### src/sv/cfpd_pkg.sv
// Shared types and constants for the CAN frame packet deframer.
`default_nettype none
package cfpd_pkg;

  localparam int unsigned BYTE_W = 8;
  localparam int unsigned STATUS_W = 3;
  localparam int unsigned POS_W = 6;
  localparam int unsigned CFG_INDEX_W = 2;
  localparam int unsigned RESULT_W = 147;
  localparam int unsigned OUT_TDATA_W = 152;

  localparam logic [POS_W-1:0] POS_MAX = '1;

  localparam logic [STATUS_W-1:0] ST_OK      = 3'd0;
  localparam logic [STATUS_W-1:0] ST_LENGTH  = 3'd1;
  localparam logic [STATUS_W-1:0] ST_START   = 3'd2;
  localparam logic [STATUS_W-1:0] ST_TYPE    = 3'd3;
  localparam logic [STATUS_W-1:0] ST_LENBYTE = 3'd4;
  localparam logic [STATUS_W-1:0] ST_CHECK   = 3'd5;

  localparam logic [CFG_INDEX_W-1:0] CFG_START_ONE = 2'd0;
  localparam logic [CFG_INDEX_W-1:0] CFG_START_TWO = 2'd1;
  localparam logic [CFG_INDEX_W-1:0] CFG_TYPE      = 2'd2;

  typedef struct packed {
    logic [BYTE_W-1:0] start_one;
    logic [BYTE_W-1:0] start_two;
    logic [BYTE_W-1:0] wanted_type;
  } cfg_t;

  // Packed lowest field last so status lands in the low bits.
  typedef struct packed {
    logic [63:0]         frame_data;
    logic [7:0]          frame_flags;
    logic [7:0]          length_code;
    logic [31:0]         frame_id;
    logic [31:0]         timestamp;
    logic [STATUS_W-1:0] status;
  } result_t;

endpackage
`default_nettype wire

### src/sv/can_frame_packet_deframer_top.sv
// Top level of the CAN frame packet deframer.
//
// Received packet bytes enter on the slave stream, one byte per request in
// s_tdata, with s_tlast on the last byte of a packet. Each packet gives one
// result request on the master stream when its last byte is processed; other
// bytes give none. The result carries a status (0 ok, 1 length, 2 start byte,
// 3 type, 4 length byte, 5 checksum) and, for a good packet, the captured
// timestamp, identifier, length code, flags and data bytes (zero otherwise).
// Start bytes and expected type are set over the cfg channel; the user must
// set them only while idle, which the block does not enforce. A byte is taken
// every cycle while s_tready is high: it passes the input register and the
// check/capture logic into the result register, which drives m_tvalid. If
// m_tready stays low, one result waits there while data bytes keep flowing;
// the next last byte waits in the input register and s_tready then drops.
// Reset clears the packet state and restores the start bytes to 0xAA and
// 0x55 and the expected type to 0; no clearing pass is needed.
`default_nettype none
module can_frame_packet_deframer_top
  import cfpd_pkg::*;
#(
  parameter int unsigned DATA_BYTES = 8
) (
  input  wire logic                   clk,
  input  wire logic                   rst,
  input  wire logic                   s_tvalid,
  output logic                        s_tready,
  input  wire logic [BYTE_W-1:0]      s_tdata,   // [7:0] rx_byte
  input  wire logic                   s_tlast,   // end_of_packet
  output logic                        m_tvalid,
  input  wire logic                   m_tready,
  // [2:0] status, [34:3] timestamp, [66:35] frame_id, [74:67] length_code,
  // [82:75] frame_flags, [146:83] frame_data, [151:147] zero
  output logic [OUT_TDATA_W-1:0]      m_tdata,
  input  wire logic                   cfg_valid,
  output logic                        cfg_ready,
  input  wire logic [CFG_INDEX_W-1:0] cfg_index,
  input  wire logic [BYTE_W-1:0]      cfg_data
);

  cfg_t cfg;

  logic              q_valid;
  logic [BYTE_W-1:0] q_byte;
  logic              q_last;
  logic              q_take;
  logic              res_ready;
  logic              res_load;
  result_t           res;

  assign cfg_ready = 1'b1;

  always_ff @(posedge clk) begin
    if (rst) begin
      cfg.start_one   <= 8'hAA;
      cfg.start_two   <= 8'h55;
      cfg.wanted_type <= 8'h00;
    end else if (cfg_valid) begin
      case (cfg_index)
        CFG_START_ONE: cfg.start_one   <= cfg_data;
        CFG_START_TWO: cfg.start_two   <= cfg_data;
        CFG_TYPE:      cfg.wanted_type <= cfg_data;
        default:       cfg <= cfg;
      endcase
    end
  end

  cfpd_in_slice u_in (
    .clk      (clk),
    .rst      (rst),
    .s_tvalid (s_tvalid),
    .s_tready (s_tready),
    .s_tdata  (s_tdata),
    .s_tlast  (s_tlast),
    .q_valid  (q_valid),
    .q_byte   (q_byte),
    .q_last   (q_last),
    .q_take   (q_take)
  );

  cfpd_parse #(
    .DATA_BYTES (DATA_BYTES)
  ) u_parse (
    .clk       (clk),
    .rst       (rst),
    .cfg       (cfg),
    .in_valid  (q_valid),
    .in_byte   (q_byte),
    .in_last   (q_last),
    .in_take   (q_take),
    .res_ready (res_ready),
    .res_load  (res_load),
    .res       (res)
  );

  cfpd_out_slice u_out (
    .clk        (clk),
    .rst        (rst),
    .load       (res_load),
    .res        (res),
    .load_ready (res_ready),
    .m_tvalid   (m_tvalid),
    .m_tready   (m_tready),
    .m_tdata    (m_tdata)
  );

endmodule
`default_nettype wire

### src/sv/cfpd_in_slice.sv
// Input register for received bytes.
`default_nettype none
module cfpd_in_slice
  import cfpd_pkg::*;
(
  input  wire logic              clk,
  input  wire logic              rst,
  input  wire logic              s_tvalid,
  output logic                   s_tready,
  input  wire logic [BYTE_W-1:0] s_tdata,
  input  wire logic              s_tlast,
  output logic                   q_valid,
  output logic [BYTE_W-1:0]      q_byte,
  output logic                   q_last,
  input  wire logic              q_take
);

  assign s_tready = !q_valid || q_take;

  always_ff @(posedge clk) begin
    if (rst) begin
      q_valid <= 1'b0;
    end else if (s_tready) begin
      q_valid <= s_tvalid;
    end
    if (s_tvalid && s_tready) begin
      q_byte <= s_tdata;
      q_last <= s_tlast;
    end
  end

endmodule
`default_nettype wire

### src/sv/cfpd_parse.sv
// Per-byte packet checks, checksum and field capture.
`default_nettype none
module cfpd_parse
  import cfpd_pkg::*;
#(
  parameter int unsigned DATA_BYTES = 8
) (
  input  wire logic              clk,
  input  wire logic              rst,
  input  wire cfg_t              cfg,
  input  wire logic              in_valid,
  input  wire logic [BYTE_W-1:0] in_byte,
  input  wire logic              in_last,
  output logic                   in_take,
  input  wire logic              res_ready,
  output logic                   res_load,
  output result_t                res
);

  localparam int unsigned BODY_LEN = 10 + DATA_BYTES;
  localparam int unsigned FULL_LEN = BODY_LEN + 5;
  localparam logic [BYTE_W-1:0] BODY_LEN_BYTE = BYTE_W'(BODY_LEN);
  localparam logic [POS_W-1:0] LAST_POS = POS_W'(FULL_LEN - 1);
  localparam logic [POS_W-1:0] XOR_END = POS_W'(FULL_LEN - 2);
  localparam logic [POS_W-1:0] DATA_END = POS_W'(14 + DATA_BYTES);

  logic [POS_W-1:0]    byte_position;
  logic [BYTE_W-1:0]   running_xor;
  logic [STATUS_W-1:0] first_error;
  logic [31:0]         captured_time;
  logic [31:0]         captured_id;
  logic [7:0]          captured_dlc;
  logic [7:0]          captured_flags;
  logic [63:0]         captured_payload;

  logic [STATUS_W-1:0] error_next;
  logic [POS_W-1:0]    data_offset;
  logic [STATUS_W-1:0] status;

  assign in_take  = in_valid && (!in_last || res_ready);
  assign res_load = in_take && in_last;
  assign data_offset = byte_position - POS_W'(14);

  always_comb begin
    error_next = first_error;
    if (first_error == ST_OK) begin
      case (byte_position)
        POS_W'(0): if (in_byte != cfg.start_one) error_next = ST_START;
        POS_W'(1): if (in_byte != cfg.start_two) error_next = ST_START;
        POS_W'(2): if (in_byte != cfg.wanted_type) error_next = ST_TYPE;
        POS_W'(3): if (in_byte != BODY_LEN_BYTE) error_next = ST_LENBYTE;
        default:   error_next = first_error;
      endcase
    end
  end

  always_comb begin
    if (byte_position != LAST_POS) begin
      status = ST_LENGTH;
    end else if (error_next != ST_OK) begin
      status = error_next;
    end else if (running_xor != in_byte) begin
      status = ST_CHECK;
    end else begin
      status = ST_OK;
    end
  end

  always_comb begin
    res = '0;
    res.status = status;
    if (status == ST_OK) begin
      res.timestamp   = captured_time;
      res.frame_id    = captured_id;
      res.length_code = captured_dlc;
      res.frame_flags = captured_flags;
      res.frame_data  = captured_payload;
    end
  end

  always_ff @(posedge clk) begin
    if (rst) begin
      byte_position    <= '0;
      running_xor      <= '0;
      first_error      <= ST_OK;
      captured_time    <= '0;
      captured_id      <= '0;
      captured_dlc     <= '0;
      captured_flags   <= '0;
      captured_payload <= '0;
    end else if (in_take) begin
      if (in_last) begin
        byte_position    <= '0;
        running_xor      <= '0;
        first_error      <= ST_OK;
        captured_time    <= '0;
        captured_id      <= '0;
        captured_dlc     <= '0;
        captured_flags   <= '0;
        captured_payload <= '0;
      end else begin
        first_error <= error_next;
        if (byte_position != POS_MAX) begin
          byte_position <= byte_position + POS_W'(1);
        end
        if (byte_position >= POS_W'(2) && byte_position <= XOR_END) begin
          running_xor <= running_xor ^ in_byte;
        end
        // Timestamp at bytes 4..7, identifier at 8..11, little-endian.
        if (byte_position[5:2] == 4'd1) begin
          captured_time[8*byte_position[1:0] +: 8] <= in_byte;
        end
        if (byte_position[5:2] == 4'd2) begin
          captured_id[8*byte_position[1:0] +: 8] <= in_byte;
        end
        if (byte_position == POS_W'(12)) begin
          captured_dlc <= in_byte;
        end
        if (byte_position == POS_W'(13)) begin
          captured_flags <= in_byte;
        end
        if (byte_position >= POS_W'(14) && byte_position < DATA_END) begin
          captured_payload[8*data_offset[2:0] +: 8] <= in_byte;
        end
      end
    end
  end

endmodule
`default_nettype wire

### src/sv/cfpd_out_slice.sv
// Result register driving the master stream.
`default_nettype none
module cfpd_out_slice
  import cfpd_pkg::*;
(
  input  wire logic                   clk,
  input  wire logic                   rst,
  input  wire logic                   load,
  input  wire result_t                res,
  output logic                        load_ready,
  output logic                        m_tvalid,
  input  wire logic                   m_tready,
  output logic [OUT_TDATA_W-1:0]      m_tdata
);

  result_t res_q;

  assign load_ready = !m_tvalid || m_tready;
  assign m_tdata = {{(OUT_TDATA_W - RESULT_W){1'b0}}, res_q};

  always_ff @(posedge clk) begin
    if (rst) begin
      m_tvalid <= 1'b0;
    end else if (load_ready) begin
      m_tvalid <= load;
    end
    if (load) begin
      res_q <= res;
    end
  end

endmodule
`default_nettype wire
### config.mk
export PLATFORM = sky130hd
export DESIGN_NAME = can_frame_packet_deframer_top
export DESIGN_NICKNAME = d
export VERILOG_FILES = /design/src/sv/cfpd_pkg.sv /design/src/sv/can_frame_packet_deframer_top.sv /design/src/sv/cfpd_in_slice.sv /design/src/sv/cfpd_parse.sv /design/src/sv/cfpd_out_slice.sv
export SDC_FILE = /design/constraint.sdc
export NUM_CORES = 1
export LEC_CHECK = 0
export BUFFER_PORTS_ARGS = -buffer_cell sky130_fd_sc_hd__buf_2
export CORE_UTILIZATION = 50
export DETAILED_ROUTE_END_ITERATION = 8
export GPL_ROUTABILITY_DRIVEN = 0
export PLACE_DENSITY_LB_ADDON = 0.08
export SYNTH_ARGS = -nofsm -noshare
export SYNTH_HDL_FRONTEND = slang
export SYNTH_SLANG_ARGS = --single-unit
### constraint.sdc
create_clock -name clk -period 6.5 [get_ports clk]
set_input_delay 0.325 -clock clk [delete_from_list [all_inputs] [get_ports clk]]
set_output_delay 0.325 -clock clk [all_outputs]
set_load 0.005 [all_outputs]
==> results by group <==
STA
  – Min cycle time layout: 3.252 ns
  – Final Slew Violations: 0
  – WHS: 0.03130 ns
  – Fmax: 307.5 MHz
  – Slew margin rel.: 0.1293
  – Fin Setup TNS: 0 ns
  – Slew @ Worst Pin: 1.306 ns
  – Hold Vio Cnt, Final: 0
  – Fin crit share: 0.5004
  – Clk_skew: 0.01037 ns
  – Final setup vio count: 0
  – RSZ-0062 raised after global routing: false

Setup path
  – Crit Path Max Fanout: 80
  – Crit Path Class: flip-flop to flip-flop
  – Critical-path cell list: xnor2_1, nand4_1, o211ai_1, nand3b_4, nor3_4, buf_4, and2_1
  – Critical Path Sink Type: flip-flop
  – R2r setup slk: 3.25 ns
  – Worst EP required: 6.86 ns
  – Reg2Reg Capture Point: u_out.m_tdata[85]
  – Critical path's largest stage delay: 1.22 ns
  – Reg2reg start: u_in.q_byte[4]
  – Slowest CP cell: edfxtp_1
  – CP Buf/Inv Count: 1
  – Crit path DAT: 3.61 ns
  – R2R depth: 7
  – Crit path launch type: flip-flop
  – Delay-heaviest family, CP: flip-flops

Flow run
  – Max Cap Viol: 0

Place
  – I/O Buffers: 172
  – HPWL after DPL: 18.84 mm

Floorplan
  – Core area: 26350 um^2
  – Die Width: 166.8 um
  – Die area: 27830 um^2
  – Ports: 179
  – Vert. Die Dim: 166.8 um
  – Starting density of the core: 0.5155
  – Rows: 59

Finish
  – # fillers: 2223
  – Layout cells sized above 1: 0.2260
  – ANT cells: 0
  – Multi-input gate area: 4733 um^2
  – Register area: 8428 um^2
  – Layout area overhead: 15.73%
  – NumNets Final: 1371

Synth
  – Sequential cell area fraction in the yosys report: 0.6204
  – Average size of a mapped cell: 11.47 um^2
  – Seq cells post-synth: 343
  – Dominant synthesized flop cell: dfxtp_1
  – Syn Std Cell Area: 13580 um^2
  – Synth Instances: 1184
  – Unique cell type count in the Yosys netlist: 56
  – YS warnings: 0
  – Asr flop ratio synth: 0
  – EDFF count, synth: 156

Clock tree
  – Root Driver: clkbuf_16
  – Clock Path Buffers: 3
  – # H-tree levels: 2
  – Clk sinks: 343
  – CTS tree: built
  – Post-CTS Resized: 0
  – CTS clk-pin slew, worst paths: 0.06 ns
  – Clock Latency Late Sink: 0.51 ns
  – Total clock buffers created by CTS: 36

Drt
  – # DRC: 0
  – Met1 wire length: 14.05 mm
  – Drt first pass iters: 5
  – Top sig layer: met4
  – Drt first-iter violations: 551
  – Routed Antenna Nets: 0
  – Routed wl met2: 14.19 mm
  – Routed WL per cell: 17.96 um
  – Routed WL: 30.50 mm
  – Via count: 9274
  – Via/cell ratio: 5.462
  – Metal3 WL: 1.460 mm

Power
  – Max VDD drop: 0.1777 mV
  – Cell area power density: 275.9 nW/um^2
  – Pwr Total: 0.004337 W
  – Pleak: 6.343 nW

Global routing
  – GRT Overall Usage: 0.2154
  – Vias in the first global route: 8824
  – Aggregate global routing overflow: 0
  – Pin count of the biggest net entering global routing: 93
  – Initial antenna violation count: 0
  – First-pass GRT wire length: 47.73 mm

Min path
  – End of the worst hold path: u_in.q_last
  – Hold Crit Start: s_tlast
  – Hold Path Class: input port to flip-flop
  – Number of stages on the worst hold path: 1

Run status
  – Status: finished, final reports clean
## synth_stat cells, drive strengths merged, types with 2 or more instances
| library cell | number | area share |
|---|---|---|
| edfxtp | 156 | 0.34 |
| o211a | 2 | 0.0015 |
| o2111a | 2 | 0.0017 |
| and2 | 148 | 0.079 |
| a21oi | 76 | 0.028 |
| nand3 | 47 | 0.017 |
| nor2 | 149 | 0.041 |
| nand2b | 5 | 0.0023 |
| a22oi | 64 | 0.035 |
| ha | 10 | 0.0092 |
| o2111ai | 2 | 0.0017 |
| a211o | 8 | 0.0052 |
| buf | 21 | 0.012 |
| conb | 2 | 0.00055 |
| inv | 14 | 0.0039 |
| nor3 | 6 | 0.0042 |
| nand3b | 4 | 0.0031 |
| mux2i | 17 | 0.013 |
| a311oi | 8 | 0.0052 |
| o31ai | 3 | 0.0017 |
| a22o | 24 | 0.015 |
| a21o | 2 | 0.0011 |
| dfxtp | 187 | 0.28 |
| o41ai | 2 | 0.0013 |
| o21ai | 14 | 0.0052 |
| or3b | 9 | 0.0058 |
| or3 | 12 | 0.0055 |
| xnor2 | 25 | 0.016 |
| o211ai | 5 | 0.0028 |
| nor4 | 2 | 0.00092 |
| nor3b | 3 | 0.0017 |
| clkbuf | 58 | 0.016 |
| and3 | 4 | 0.0019 |
| nor4b | 6 | 0.0039 |
| nand2 | 49 | 0.014 |
| xor2 | 10 | 0.0064 |
| nor2b | 16 | 0.0074 |
| nand4 | 4 | 0.0018 |
## worst max-delay path by stage
stage	depth (start not counted)	endpoint	slack [ns]	from
after global routing	4	u_out.m_tdata[67]	3.06	u_in.q_last
after detailed placement	4	u_out.m_tdata[67]	3.27	u_in.q_last
after floorplan	6	u_parse.captured_dlc[0]	1.95	u_in.q_last
after CTS	4	u_out.m_tdata[78]	3.26	u_in.q_last
after global placement	7	u_out.m_tdata[142]	3.33	u_in.q_byte[4]
final	7	u_out.m_tdata[85]	3.25	u_in.q_byte[4]
## layout make-up
cell class                 instances  share of cell area
clock inverter                    11            0.003741
timing repair buffer             190             0.06478
multi-input combinational        752              0.3011
tap                              335             0.02666
inverter                          14            0.003661
clock buffer                      53             0.06399
sequential                       343              0.5361
## power by group
group	leakage, nW	switching, W	internal [W]
Clock	0.513	0.000805	0.00107
Combinational	2.59	0.000118	0.0000509
Sequential	3.24	0.0000245	0.00226
## registers in the layout (all words and copies together) (netlist names)
| register | count |
|---|---|
| u_in.q_byte | 8 |
| u_out.m_tdata | 147 |
| u_parse.first_error | 3 |
| u_parse.captured_payload | 64 |
| u_in.q_last | 1 |
| u_parse.captured_dlc | 8 |
| u_parse.captured_time | 32 |
| u_parse.captured_flags | 8 |
| u_parse.byte_position | 6 |
| cfg | 24 |
| u_in.q_valid | 1 |
| u_out.m_tvalid | 1 |
| u_parse.captured_id | 32 |
| u_parse.running_xor | 8 |
## through the flow
step | cell area, um^2 | utilization | worst slack (ns) | cells
global placement | 14580 | 0.5531 | 3.327 | 1626
floorplan | 13600 | - | 1.947 | 1188
detailed placement | 14580 | 0.5531 | 3.265 | 1626
finish | 15720 | 0.5965 | 3.248 | 1698
global route | 15720 | 0.5965 | 3.057 | 1698
CTS | 15720 | 0.5965 | 3.265 | 1698
## layer usage
metal | track usage | vias to the layer above
li1 | - | 4482
met1 | 0.3012 | 4456
met2 | 0.3438 | 282
met3 | 0.03184 | 54
met4 | 0.07166 | 0
met5 | 0 | -
## repair_timing
action                                  4_1_cts  5_1_grt
hold buffers                                  8        0
endpoints found under the setup margin        0        0
hold endpoints to repair                      8        0
setup buffers                                 0        0
## layout by cell type (no fill, tap or decap), drive strengths merged, types with 5 or more instances in the layout
cell type      n
xor2          10
clkbuf        53
inv           14
o21ai         14
a311oi         8
xnor2         25
edfxtp       156
dfxtp        187
mux2i         17
clkinv         9
nor4b          6
or3           12
buf          182
a22o          24
a22oi         64
nand2         49
ha            10
dlygate4sd3    8
a21oi         76
o211ai         5
or3b           9
a211o          8
conb           6
nor2b         16
nor2         149
nand2b         5
nand3         47
and2         148
nor3           6
## kinds of logic after synthesis
| family | share of synthesized area |
|---|---|
| and+or+nand+nor | 0.1920 |
| DFF | 0.6204 |
| AOI/OAI and AO/OA | 0.1105 |
| buffers and inverters | 0.03224 |
| xor gates and xnor gates | 0.02257 |
| muxes | 0.01253 |
| adders and majority gates | 0.009211 |
| other | 0.0005528 |
Power figures use the tool's default switching activity.
